`config.mk`:
```
export PLATFORM = sky130hd
export DESIGN_NAME = move_toward_point_stepper_unit
export DESIGN_NICKNAME = d
export VERILOG_FILES = /design/src/hw/rtl/mtp_pkg.sv /design/src/hw/rtl/mtp_alu.sv /design/src/hw/rtl/move_toward_point_stepper_unit.sv
export SDC_FILE = /design/constraint.sdc
export NUM_CORES = 2
export LEC_CHECK = 0
export ABC_AREA = 0
export BUFFER_PORTS_ARGS = -buffer_cell sky130_fd_sc_hd__buf_2
export CORE_ASPECT_RATIO = 1.5
export CORE_MARGIN = 5
export CORE_UTILIZATION = 45
export CTS_CLUSTER_DIAMETER = 200
export DETAILED_ROUTE_END_ITERATION = 10
export GPL_ROUTABILITY_DRIVEN = 0
export GPL_TIMING_DRIVEN = 0
export SYNTH_ARGS = -nofsm -noshare
export SYNTH_HDL_FRONTEND = slang
export SYNTH_SLANG_ARGS = --single-unit
```
`constraint.sdc`:
```
create_clock -name clk -period 10.8 [get_ports clk]
set_input_delay 2.16 -clock clk [delete_from_list [all_inputs] [get_ports clk]]
set_output_delay 2.16 -clock clk [all_outputs]
set_load 0.1 [all_outputs]
```
`src/hw/rtl/mtp_pkg.sv`:
```
package mtp_pkg;

  localparam int POS_W   = 16;
  localparam int FRAC_W  = 16;
  localparam int SPD_W   = 24;
  localparam int DUR_W   = 16;
  localparam int ACT_W   = 32;
  localparam int LEN_W   = 33;
  localparam int D2_W    = 33;
  localparam int CARRY_W = 18;
  localparam int NUM_W   = 66;
  localparam int QUO_W   = 64;
  localparam int CNT_W   = 7;

  localparam logic [SPD_W-1:0] SPEED_RESET = 24'd655360;

  localparam logic [1:0] REG_DEST_X   = 2'd0;
  localparam logic [1:0] REG_DEST_Y   = 2'd1;
  localparam logic [1:0] REG_SPEED    = 2'd2;
  localparam logic [1:0] REG_DURATION = 2'd3;

  typedef enum logic {
    OP_DIV,
    OP_SQRT
  } alu_op_t;

  typedef struct packed {
    logic             start;
    alu_op_t          op;
    logic [CNT_W-1:0] cnt;
  } alu_req_t;

  typedef enum logic [3:0] {
    ST_IDLE,
    ST_SQ_X,
    ST_SQ_Y,
    ST_ROOT,
    ST_DUR,
    ST_MUL_X,
    ST_DIV_X,
    ST_MUL_Y,
    ST_DIV_Y,
    ST_MOVE,
    ST_RSQ_X,
    ST_RSQ_Y,
    ST_RROOT,
    ST_TDIV,
    ST_DONE
  } state_t;

endpackage

```
`src/hw/rtl/mtp_alu.sv`:
```
module mtp_alu
  import mtp_pkg::*;
(
  input  logic             clk,
  input  logic             rst_n,
  input  alu_req_t         req,
  input  logic [NUM_W-1:0] num,
  input  logic [LEN_W-1:0] den,
  output logic             done,
  output logic [QUO_W-1:0] res
);

  logic             busy_r;
  logic             done_r;
  logic [CNT_W-1:0] cnt_r;
  alu_op_t          op_r;
  logic [NUM_W-1:0] sh_r;
  logic [LEN_W-1:0] den_r;
  logic [35:0]      rem_r;
  logic [QUO_W-1:0] q_r;

  logic [35:0]      rem_sh;
  logic [35:0]      trial;
  logic             ge;
  logic [35:0]      rem_nxt;
  logic [NUM_W-1:0] sh_nxt;

  // one restoring step: a root bit or a quotient bit
  always_comb begin
    if (op_r == OP_SQRT) begin
      rem_sh = {rem_r[33:0], sh_r[NUM_W-1 -: 2]};
      trial  = {1'b0, q_r[32:0], 2'b01};
      sh_nxt = {sh_r[NUM_W-3:0], 2'b00};
    end else begin
      rem_sh = {rem_r[34:0], sh_r[NUM_W-1]};
      trial  = {3'b000, den_r};
      sh_nxt = {sh_r[NUM_W-2:0], 1'b0};
    end
    ge      = (rem_sh >= trial);
    rem_nxt = ge ? (rem_sh - trial) : rem_sh;
  end

  always_ff @(posedge clk) begin
    if (!rst_n) begin
      busy_r <= 1'b0;
      done_r <= 1'b0;
      cnt_r  <= '0;
    end else begin
      done_r <= 1'b0;
      if (req.start) begin
        busy_r <= 1'b1;
        cnt_r  <= req.cnt;
      end else if (busy_r) begin
        cnt_r <= cnt_r - 1'b1;
        if (cnt_r == CNT_W'(1)) begin
          busy_r <= 1'b0;
          done_r <= 1'b1;
        end
      end
    end
  end

  always_ff @(posedge clk) begin
    if (req.start) begin
      op_r  <= req.op;
      sh_r  <= num;
      den_r <= den;
      rem_r <= '0;
      q_r   <= '0;
    end else if (busy_r) begin
      sh_r  <= sh_nxt;
      rem_r <= rem_nxt;
      q_r   <= {q_r[QUO_W-2:0], ge};
    end
  end

  assign done = done_r;
  assign res  = q_r;

  a_no_start_busy: assert property (@(posedge clk) disable iff (!rst_n)
    req.start |-> !busy_r) else $error("alu started while busy");
  a_done_after_busy: assert property (@(posedge clk) disable iff (!rst_n)
    done_r |-> $past(busy_r)) else $error("alu done without work");
  a_cnt_nonzero: assert property (@(posedge clk) disable iff (!rst_n)
    busy_r |-> cnt_r != '0) else $error("alu count ran out");

endmodule

```
`src/hw/rtl/move_toward_point_stepper_unit.sv`:
```
// move-toward-point stepper
// in_*: one word per tick with the object's current position,
//   tdata = cur_x, cur_y (16 bit signed each)
// out_*: one word per input word with the new position,
//   tdata = next_x, next_y, time_left (Q16.16 ticks, saturating),
//   tlast = finished (destination reached, time_left is zero)
// cfg_*: register writes while idle: 0 dest_x, 1 dest_y, 2 speed (Q8.16,
//   loads the active speed), 3 duration (nonzero arms duration mode)
// one shared bit-serial unit does both square roots (33 steps) and all
//   divisions (33 to 64 steps); an item that finishes needs one root, one
//   that moves two roots and up to three divisions, plus one division on
//   the first tick in duration mode; in_tready is high only between items
// reset: destination 0, speed 10.0, constant speed mode, carries zero
// a stalled receiver holds the result in the output register; the next
//   item is still accepted and waits at its end until that register frees
module move_toward_point_stepper_unit
  import mtp_pkg::*;
(
  input  logic                 clk,
  input  logic                 rst_n,
  input  logic                 in_tvalid,
  output logic                 in_tready,
  input  logic [31:0]          in_tdata,   // cur_x, cur_y
  output logic                 out_tvalid,
  input  logic                 out_tready,
  output logic [63:0]          out_tdata,  // next_x, next_y, time_left
  output logic                 out_tlast,  // finished
  input  logic                 cfg_we,
  input  logic [1:0]           cfg_addr,
  input  logic [SPD_W-1:0]     cfg_wdata
);

  state_t state_r, state_nxt;

  logic signed [POS_W-1:0]   dest_x_r, dest_y_r;
  logic [DUR_W-1:0]          duration_r;
  logic [ACT_W-1:0]          act_r;
  logic                      pend_r;
  logic signed [CARRY_W-1:0] carry_x_r, carry_y_r;

  logic signed [POS_W-1:0]   cx_r, cy_r;
  logic [POS_W-1:0]          ax_r, ay_r;
  logic                      negx_r, negy_r;
  logic [D2_W-1:0]           d2_r;
  logic [LEN_W-1:0]          len_r;
  logic [47:0]               prod_r;
  logic [ACT_W-1:0]          sx_r, sy_r;
  logic [POS_W-1:0]          nx_r, ny_r;
  logic                      fin_r;
  logic [31:0]               t_r;
  logic                      issued_r;

  logic                      out_valid_r;
  logic [63:0]               out_data_r;
  logic                      out_last_r;

  logic [ACT_W-1:0]          mul_a;
  logic [POS_W-1:0]          mul_b;
  logic [47:0]               prod;
  logic signed [POS_W:0]     dx_in, dy_in;
  logic [33:0]               adv_x, adv_y;
  logic [POS_W-1:0]          nx_c, ny_c;
  logic signed [POS_W:0]     rx_c, ry_c;
  logic                      op_state;
  alu_req_t                  alu_req;
  logic [NUM_W-1:0]          alu_num;
  logic [LEN_W-1:0]          alu_den;
  logic                      alu_done;
  logic [QUO_W-1:0]          alu_res;
  logic                      out_free;

  // add the step to the carry, split off the whole move toward zero
  function automatic logic [33:0] adv_f(input logic signed [CARRY_W-1:0] c,
                                        input logic neg, input logic [ACT_W-1:0] m);
    logic signed [34:0] acc;
    logic [34:0]        macc;
    logic [15:0]        wm;
    logic [15:0]        rm;
    logic [15:0]        w;
    logic [17:0]        cn;
    acc  = 35'(c) + (neg ? -$signed({3'b000, m}) : $signed({3'b000, m}));
    macc = acc[34] ? 35'(-acc) : 35'(acc);
    wm   = macc[31:16];
    rm   = macc[15:0];
    w    = acc[34] ? 16'(16'd0 - wm) : wm;
    cn   = acc[34] ? 18'(18'd0 - {2'b00, rm}) : {2'b00, rm};
    return {w, cn};
  endfunction

  assign dx_in = {dest_x_r[POS_W-1], dest_x_r} - {in_tdata[15], in_tdata[15:0]};
  assign dy_in = {dest_y_r[POS_W-1], dest_y_r} - {in_tdata[31], in_tdata[31:16]};

  assign prod = 48'(mul_a) * 48'(mul_b);

  assign adv_x = adv_f(carry_x_r, negx_r, sx_r);
  assign adv_y = adv_f(carry_y_r, negy_r, sy_r);
  assign nx_c  = cx_r + adv_x[33:18];
  assign ny_c  = cy_r + adv_y[33:18];
  assign rx_c  = {dest_x_r[POS_W-1], dest_x_r} - {nx_c[POS_W-1], nx_c};
  assign ry_c  = {dest_y_r[POS_W-1], dest_y_r} - {ny_c[POS_W-1], ny_c};

  assign out_free = !out_valid_r || out_tready;

  always_comb begin
    mul_a = {16'd0, ax_r};
    mul_b = ax_r;
    case (state_r)
      ST_SQ_Y, ST_RSQ_Y: begin
        mul_a = {16'd0, ay_r};
        mul_b = ay_r;
      end
      ST_MUL_X: begin
        mul_a = act_r;
        mul_b = ax_r;
      end
      ST_MUL_Y: begin
        mul_a = act_r;
        mul_b = ay_r;
      end
      default: begin
        mul_a = {16'd0, ax_r};
        mul_b = ax_r;
      end
    endcase
  end

  always_comb begin
    op_state = 1'b0;
    alu_req  = '{start: 1'b0, op: OP_DIV, cnt: CNT_W'(64)};
    alu_num  = {prod_r, 18'd0};
    alu_den  = len_r;
    case (state_r)
      ST_ROOT, ST_RROOT: begin
        op_state    = 1'b1;
        alu_req.op  = OP_SQRT;
        alu_req.cnt = CNT_W'(33);
        alu_num     = {1'b0, d2_r, 32'd0};
      end
      ST_DUR: begin
        op_state    = 1'b1;
        alu_req.cnt = CNT_W'(33);
        alu_num     = {len_r, 33'd0};
        alu_den     = {17'd0, duration_r};
      end
      ST_DIV_X, ST_DIV_Y: begin
        op_state = 1'b1;
      end
      ST_TDIV: begin
        op_state    = 1'b1;
        alu_req.cnt = CNT_W'(49);
        alu_num     = {len_r, 33'd0};
        alu_den     = {1'b0, act_r};
      end
      default: begin
        op_state = 1'b0;
      end
    endcase
    alu_req.start = op_state && !issued_r;
  end

  mtp_alu u_alu (
    .clk   (clk),
    .rst_n (rst_n),
    .req   (alu_req),
    .num   (alu_num),
    .den   (alu_den),
    .done  (alu_done),
    .res   (alu_res)
  );

  always_comb begin
    state_nxt = state_r;
    case (state_r)
      ST_IDLE:  if (in_tvalid) state_nxt = ST_SQ_X;
      ST_SQ_X:  state_nxt = ST_SQ_Y;
      ST_SQ_Y:  state_nxt = ST_ROOT;
      ST_ROOT: begin
        if (alu_done) state_nxt = (pend_r && duration_r != '0) ? ST_DUR : ST_MUL_X;
      end
      ST_DUR:   if (alu_done) state_nxt = ST_MUL_X;
      ST_MUL_X: state_nxt = ({1'b0, len_r} <= {2'b00, act_r}) ? ST_DONE : ST_DIV_X;
      ST_DIV_X: if (alu_done) state_nxt = ST_MUL_Y;
      ST_MUL_Y: state_nxt = ST_DIV_Y;
      ST_DIV_Y: if (alu_done) state_nxt = ST_MOVE;
      ST_MOVE:  state_nxt = ST_RSQ_X;
      ST_RSQ_X: state_nxt = ST_RSQ_Y;
      ST_RSQ_Y: state_nxt = ST_RROOT;
      ST_RROOT: begin
        if (alu_done) state_nxt = (act_r == '0) ? ST_DONE : ST_TDIV;
      end
      ST_TDIV:  if (alu_done) state_nxt = ST_DONE;
      ST_DONE:  if (out_free) state_nxt = ST_IDLE;
      default:  state_nxt = ST_IDLE;
    endcase
  end

  always_ff @(posedge clk) begin
    if (!rst_n) begin
      state_r     <= ST_IDLE;
      issued_r    <= 1'b0;
      out_valid_r <= 1'b0;
      dest_x_r    <= '0;
      dest_y_r    <= '0;
      duration_r  <= '0;
      act_r       <= {8'd0, SPEED_RESET};
      pend_r      <= 1'b0;
      carry_x_r   <= '0;
      carry_y_r   <= '0;
    end else begin
      state_r <= state_nxt;
      if (alu_req.start) issued_r <= 1'b1;
      else if (alu_done) issued_r <= 1'b0;
      if (state_r == ST_DONE && out_free) out_valid_r <= 1'b1;
      else if (out_valid_r && out_tready) out_valid_r <= 1'b0;
      case (state_r)
        ST_ROOT: if (alu_done) pend_r <= 1'b0;
        ST_DUR: begin
          if (alu_done) act_r <= alu_res[32] ? 32'hFFFF_FFFF : alu_res[31:0];
        end
        ST_MOVE: begin
          carry_x_r <= adv_x[17:0];
          carry_y_r <= adv_y[17:0];
        end
        default: begin
        end
      endcase
      if (cfg_we) begin
        case (cfg_addr)
          REG_DEST_X: dest_x_r <= cfg_wdata[POS_W-1:0];
          REG_DEST_Y: dest_y_r <= cfg_wdata[POS_W-1:0];
          REG_SPEED: begin
            act_r <= {8'd0, cfg_wdata};
          end
          REG_DURATION: begin
            duration_r <= cfg_wdata[DUR_W-1:0];
            pend_r     <= (cfg_wdata[DUR_W-1:0] != '0);
          end
          default: begin
          end
        endcase
      end
    end
  end

  always_ff @(posedge clk) begin
    case (state_r)
      ST_IDLE: begin
        cx_r   <= in_tdata[15:0];
        cy_r   <= in_tdata[31:16];
        negx_r <= dx_in[POS_W];
        negy_r <= dy_in[POS_W];
        ax_r   <= dx_in[POS_W] ? POS_W'(-dx_in) : POS_W'(dx_in);
        ay_r   <= dy_in[POS_W] ? POS_W'(-dy_in) : POS_W'(dy_in);
      end
      ST_SQ_X, ST_RSQ_X: d2_r <= D2_W'(prod);
      ST_SQ_Y, ST_RSQ_Y: d2_r <= d2_r + D2_W'(prod);
      ST_ROOT, ST_RROOT: if (alu_done) len_r <= alu_res[LEN_W-1:0];
      ST_MUL_X: begin
        prod_r <= prod;
        nx_r   <= dest_x_r;
        ny_r   <= dest_y_r;
        fin_r  <= 1'b1;
        t_r    <= '0;
      end
      ST_DIV_X: if (alu_done) sx_r <= alu_res[ACT_W-1:0];
      ST_MUL_Y: prod_r <= prod;
      ST_DIV_Y: if (alu_done) sy_r <= alu_res[ACT_W-1:0];
      ST_MOVE: begin
        nx_r  <= nx_c;
        ny_r  <= ny_c;
        fin_r <= 1'b0;
        t_r   <= 32'hFFFF_FFFF;
        ax_r  <= rx_c[POS_W] ? POS_W'(-rx_c) : POS_W'(rx_c);
        ay_r  <= ry_c[POS_W] ? POS_W'(-ry_c) : POS_W'(ry_c);
      end
      ST_TDIV: begin
        if (alu_done) t_r <= (alu_res[48:32] != '0) ? 32'hFFFF_FFFF : alu_res[31:0];
      end
      ST_DONE: begin
        if (out_free) begin
          out_data_r <= {t_r, ny_r, nx_r};
          out_last_r <= fin_r;
        end
      end
      default: begin
      end
    endcase
  end

  assign in_tready  = (state_r == ST_IDLE);
  assign out_tvalid = out_valid_r;
  assign out_tdata  = out_data_r;
  assign out_tlast  = out_last_r;

  a_fin_no_time: assert property (@(posedge clk) disable iff (!rst_n)
    out_tvalid && out_tlast |-> out_tdata[63:32] == '0)
    else $error("finished word with time left");
  a_pend_clear: assert property (@(posedge clk) disable iff (!rst_n)
    state_r == ST_MUL_X |-> !pend_r) else $error("duration still pending");
  a_done_in_op: assert property (@(posedge clk) disable iff (!rst_n)
    alu_done |-> op_state && issued_r) else $error("alu result unclaimed");
  a_idle_after_load: assert property (@(posedge clk) disable iff (!rst_n)
    state_r == ST_DONE && out_free |=> out_valid_r && state_r == ST_IDLE)
    else $error("result not loaded");

endmodule
```
### Yosys cells after proc, flatten, opt, wreduce, memory -nomap -nowiden

Cells that the tools add are included.

| word-level totals | value |
|---|---|
| input bits | 63 |
| register bits | 690 |

| operators by class | value |
|---|---|
| add/subtract/negate cells | 23 |
| magnitude comparators | 2 |
| multiply operators | 1 |
| bitwise logic cells | 2 |
| eq/ne operators | 26 |
| reduce and logical (&&, ||, !) cells | 38 |
| muxes and demuxes | 65 |

Operator list:

| kind | number |
|---|---|
| 32-bit 2-to-1 mux | 9 |
| 66-bit 2-to-1 mux | 3 |
| 35-bit 2-to-1 mux | 4 |
| 33-bit case mux with 2 select lines | 2 |
| 66-bit case mux with 2 select lines | 1 |
| 16-bit case mux with 2 select lines | 4 |
| 16-bit 2-to-1 mux | 7 |
| 32-bit case mux with 3 select lines | 1 |
| 18-bit by 35-bit adder with 35-bit output | 2 |
| 32-bit negator with 35-bit output | 2 |
| 16-bit by 16-bit subtractor with 17-bit output | 4 |
| 16-bit negator | 4 |
| 32-bit negator | 2 |
| 32-bit case mux with 2 select lines | 1 |
| 4-bit case mux with 15 select lines | 1 |
| 32-bit by 16-bit multiplier with 48-bit output | 1 |
| 36-bit by 35-bit greater-or-equal comparator with 1-bit output | 1 |
| 18-bit 2-to-1 mux | 2 |
| 36-bit 2-to-1 mux | 1 |
| 4-bit 2-to-1 mux | 9 |
| 35-bit subtractor | 1 |
| 1-bit by 16-bit subtractor with 17-bit output (first input constant) | 2 |
| 33-bit adder | 1 |
| 33-bit by 32-bit less-or-equal comparator with 1-bit output | 1 |
| 33 further kinds | 91 |

### Longest topological paths before layout

| logic depth | value |
|---|---|
| depth in word-level cells | 12 |
| depth in mapped cells | 49 |
| depth with buffers taken out | 44 |

### Cells and area by module

From an unflattened synthesis, not the netlist that was laid out.

| unflattened totals | value |
|---|---|
| cells, all modules | 7,061 |
| area total of the unflattened synthesis | 63,813.7 um^2 |

Modules (own cells, without submodules):

| module | sequential area each (um^2) | cells each | area an instance (um^2) | times used |
|---|---|---|---|---|
| move_toward_point_stepper_unit | 13,653.1 | 5,953 | 52,537.9 | 1 |
| mtp_alu | 5,165.0 | 1,108 | 11,275.8 | 1 |

### Worst setup path before layout

OpenSTA, ideal clock, no wires.

| path | value |
|---|---|
| kind | register to register |
| start point | register sy_r[6] |
| end point | register ay_r[15], data pin |
| path slack | 1.111 ns |
| clock period less this slack | 9.689 ns |
| stages on the path, launching flop included | 44 |
| buffers on the path | 4 |
| data required time | 10.530 ns |
| arrival time | 9.419 ns |
| setup time | 0.270 ns |
| cell sequence | edfxtp_1 -> or3_1 -> nor3_1 -> nand2b_1 -> o41ai_1 -> xnor2_1 -> ha_1 -> clkbuf_1 -> nand4_1 -> or3_1 -> a211oi_1 -> o2111a_1 -> o221ai_1 -> o311ai_2 -> and2_4 -> buf_2 -> buf_1 -> buf_1 -> (+8 left out) -> o21a_1 -> o21ai_0 -> nand2b_1 -> a21oi_1 -> xor2_1 -> ha_1 -> or3_1 -> o21ai_0 -> a21oi_1 -> a221oi_1 -> o31ai_1 -> maj3_1 -> maj3_1 -> maj3_1 -> a21oi_1 -> xnor2_1 -> xnor2_1 -> a21oi_1 |

| on the way | value |
|---|---|
| cells in the longest elaborated chain, start to end | 12 |

RTL lines:

| what | RTL line | RTL |
|---|---|---|
| start: declaration | move_toward_point_stepper_unit.sv:47 | `logic [ACT_W-1:0] sx_r, sy_r;` |
| start signal: assignment | move_toward_point_stepper_unit.sv:267 | `ST_DIV_Y: if (alu_done) sy_r <= alu_res[ACT_W-1:0];` |
| 32-bit negator with 35-bit output | move_toward_point_stepper_unit.sv:81 | `acc = 35'(c) + (neg ? -$signed({3'b000, m}) : $signed({3'b000, m}));` |
| 35-bit 2-to-1 mux (*) | move_toward_point_stepper_unit.sv:81 |  |
| 18-bit by 35-bit adder with 35-bit output (*) | move_toward_point_stepper_unit.sv:81 |  |
| 32-bit negator | move_toward_point_stepper_unit.sv:82 | `macc = acc[34] ? 35'(-acc) : 35'(acc);` |
| 32-bit 2-to-1 mux | move_toward_point_stepper_unit.sv:82 |  |
| 1-bit by 16-bit subtractor with 16-bit output | move_toward_point_stepper_unit.sv:85 | `w = acc[34] ? 16'(16'd0 - wm) : wm;` |
| 16-bit 2-to-1 mux (*) | move_toward_point_stepper_unit.sv:85 |  |
| 16-bit adder (*) | move_toward_point_stepper_unit.sv:98 | `assign ny_c = cy_r + adv_y[33:18];` |
| 16-bit by 16-bit subtractor with 17-bit output (*) | move_toward_point_stepper_unit.sv:100 | `assign ry_c = {dest_y_r[POS_W-1], dest_y_r} - {ny_c[POS_W-1], ny_c};` |
| 16-bit negator | move_toward_point_stepper_unit.sv:274 | `ay_r <= ry_c[POS_W] ? POS_W'(-ry_c) : POS_W'(ry_c);` |
| 16-bit 2-to-1 mux (*) | move_toward_point_stepper_unit.sv:274 |  |
| 16-bit case mux with 2 select lines (*) | move_toward_point_stepper_unit.sv:246 | `case (state_r)` |
| end signal: assignment | move_toward_point_stepper_unit.sv:253 | `ay_r <= dy_in[POS_W] ? POS_W'(-dy_in) : POS_W'(dy_in);` |
| end signal: assignment | move_toward_point_stepper_unit.sv:274 |  |
| end: declaration | move_toward_point_stepper_unit.sv:42 | `logic [POS_W-1:0] ax_r, ay_r;` |

Mark *: on every way between the ends. The rest lies on a longest branch, timed or not.
A chain may end at the register's enable or synchronous reset.

### Worst setup path after layout

| path | value |
|---|---|
| start point | register sy_r[12] |
| end point | register ay_r[13], data pin |

The elaborated chain is that of the path after synthesis.

==> out/results.ini <==
[sta]
holdWs_ps = 400.4
post-route-period-util_pct = 97.88
hold_viol = 0
worst_slew_pin_slew_ps = 1372
max_freq_ghz = 0.09460
maxSlewHeadroom_pct = 5.938
setup_viol = 0
drv_slew = 0
period_needed_ps = 10570
fin_skew_ps = 40.60

[grt]
antenna_found_initial = 1
grt_usage_pct = 30.03
grt_start_max_net_pins = 39
grt_pass1_vias = 52670
grt_first_pass_wirelength_um = 321300
grt.overflow.total = 0

[clocking]
cts-root-buf = clkbuf_16
tritoncts = built
clk_pin_slew_ps = 60
clk_latency_ps = 680
h-tree-depth = 3
numCtsBuffers = 72
cts.sinks = 670
ctsHoldBuffers = 0
cts.path.max_buffers = 3

[logic_synthesis]
ys_async_sr_fraction_pct = 0
synth_xor_area_share_pct = 6.236
synth.cell_area_um2 = 60400
ys_warn_count = 0
yosysUniqueCellTypes = 116
synth_top_cell_by_area = edfxtp_1
synth_edf_count = 456
synth_compound_area_share_pct = 16.27
synth_fa_ha_area_share_pct = 22.43
synthTopCellsByCount = nand2_1, inv_1, nor2_1
ys.flop_type = edfxtp_1
avgSynthCellArea_um2 = 9.144
yosys.area_share.simple_pct = 16.07
syn-instance-count = 6605
synth_most_common_cell = nand2_1
yosysSeqAreaShare_pct = 29.77
synth_top_area_share_pct = 22.67
synth_top_family_by_area = adder cells
synthTopCellsByArea = edfxtp_1, fa_1, ha_1
ys_seq_elements = 670
muxShareOfSynthArea_pct = 3.462
syn_nets = 7489

[placement]
dpl.hpwl_um = 174300
portBuffers = 128
placedCellCount = 8491

[setup_path]
reg2reg_from = sy_r[12]
ff2ff_path_depth = 44
endpoint_kind = flop
worstPathMaxFanout = 10
cp_slowest_cell = or4_4
cpMostUsedCell = o211ai_1
worstReg2RegEnd = ay_r[13]
ff2ff_setup_slack_ps = 230
cpPeakStageDelay_ps = 600
worstPathArrival_ps = 10920
criticalPathCategory = flop to flop
crit_path_start_kind = flop
crit_required_ps = 11150

[floorplan]
num_rows = 164
core-area_um2 = 133400
start_util_pct = 45.28
io_pins = 130
dieArea_um2 = 141800
fp.dieH_um = 458.7
die_x_um = 309.1

[worst_hold_path]
worstHoldPathCells = 0
hold_end = out_tdata[23]
hold_start = ny_r[7]
hold_path_class = flop to flop

[route]
vias = 52320
wl_per_cell_um = 25.12
drt_iter0_drc = 4194
remaining_drc_errors = 0
antenna_left = 0
first_pass_iters = 9
wl_um = 217200
via_per_inst = 6.051

[layout]
drive_gt1_share_pct = 9.635
fillers = 12620
area_delta_synth_final_pct = 11.45
finalNetCount = 7732
fin_cells = 8647

[run_status]
status = finished clean

[flow_run]
drv_cap = 0

[worst max-delay path by stage]
stage / start / end
after floorplan: sy_r[6] / ay_r[15]
after global placement: sy_r[0] / ay_r[9]
after detailed placement: sy_r[0] / ay_r[9]
after CTS: negy_r / ay_r[13]
after global routing: sy_r[22] / ay_r[13]
final: sy_r[12] / ay_r[13]
[cell usage in the layout (no fill, tap or decap), drive strengths merged, types with 36 or more instances in the layout]
master,n
a211oi,126
a21o,107
a21oi,440
a31oi,36
and2,51
and3,73
buf,230
clkbuf,328
dfxtp,214
edfxtp,456
fa,428
ha,393
inv,598
mux2,52
mux2i,150
nand2,764
nand2b,65
nand3,114
nand4,39
nor2,523
nor2b,91
nor3,161
nor4,53
o211ai,50
o21a,70
o21ai,295
o21bai,40
o31ai,43
or3,60
xnor2,310
xor2,120
[cell type report]
| class | instances | area, um^2 | area share (%) |
|---|---|---|---|
| Antenna cell | 2 | 5.005 | 0.007435 |
| Buffer | 289 | 1326 | 1.970 |
| Clock buffer | 79 | 1848 | 2.745 |
| Clock inverter | 49 | 604.3 | 0.8978 |
| Inverter | 590 | 2215 | 3.290 |
| Multi-Input combinational cell | 5035 | 39940 | 59.33 |
| Sequential cell | 670 | 17980 | 26.71 |
| Tap cell | 1743 | 2181 | 3.240 |
| Timing Repair Buffer | 190 | 1220 | 1.812 |
[metal layers]
layer  GRT usage (%)  wire length (um)  up-vias
met5               0                 0        -
li1                -                 -    23670
met4           25.43             23710        0
met3           4.131             13370      818
met1           32.57             75600    25650
met2           51.53            104500     2182
[sequential cells by signal, summed over array words and instances, names as in the netlist, 16 cells and up]
signal / flops
out_tdata: 64
u_alu.res: 49
prod_r: 48
u_alu.sh_r: 48
u_alu.rem_r: 35
d2_r: 33
len_r: 33
u_alu.den_r: 33
act_r: 32
sx_r: 32
sy_r: 32
t_r: 32
carry_x_r: 17
carry_y_r: 17
ax_r: 16
ay_r: 16
cx_r: 16
cy_r: 16
dest_x_r: 16
dest_y_r: 16
duration_r: 16
nx_r: 16
ny_r: 16
[cell families after synthesis]
kind of cell / Yosys count
adders and majority gates: 827
muxes: 202
xor gates and xnor gates: 430
DFF: 670
AOI/OAI and AO/OA: 1487
and+or+nand+nor: 2089
buffers and inverters: 900
[worst max-delay path, delay by kind of cell, from the launching register on]
kind / cells / cell delay, ps
buf+inv: 4 / 690
simple gates: 11 / 2670
flops: 1 / 410
compound gates: 19 / 3940
xor+xnor: 6 / 1210
fa+ha+maj: 4 / 1310
[stage by stage]
step	worst slack [ps]	setup TNS (ps)	area, um^2	util, %
floorplan	1111	0	60400	-
global placement	-2211	-71000	63220	47.40
detailed placement	-2303	-61140	63500	47.61
CTS	0.4858	0	66650	49.97
global route	-76.67	-160.5	67310	50.47
finish	229.0	0	67310	50.47
[what timing repair did]
action,4_1_cts,5_1_grt
setup endpoints to repair,48,36
pin swaps,13,35
setup buffers,16,30
resized for setup,130,162
Power is left out: the tool's default activity adds up to more than one toggle a clock period on the data nets, which glitch-free logic cannot reach.
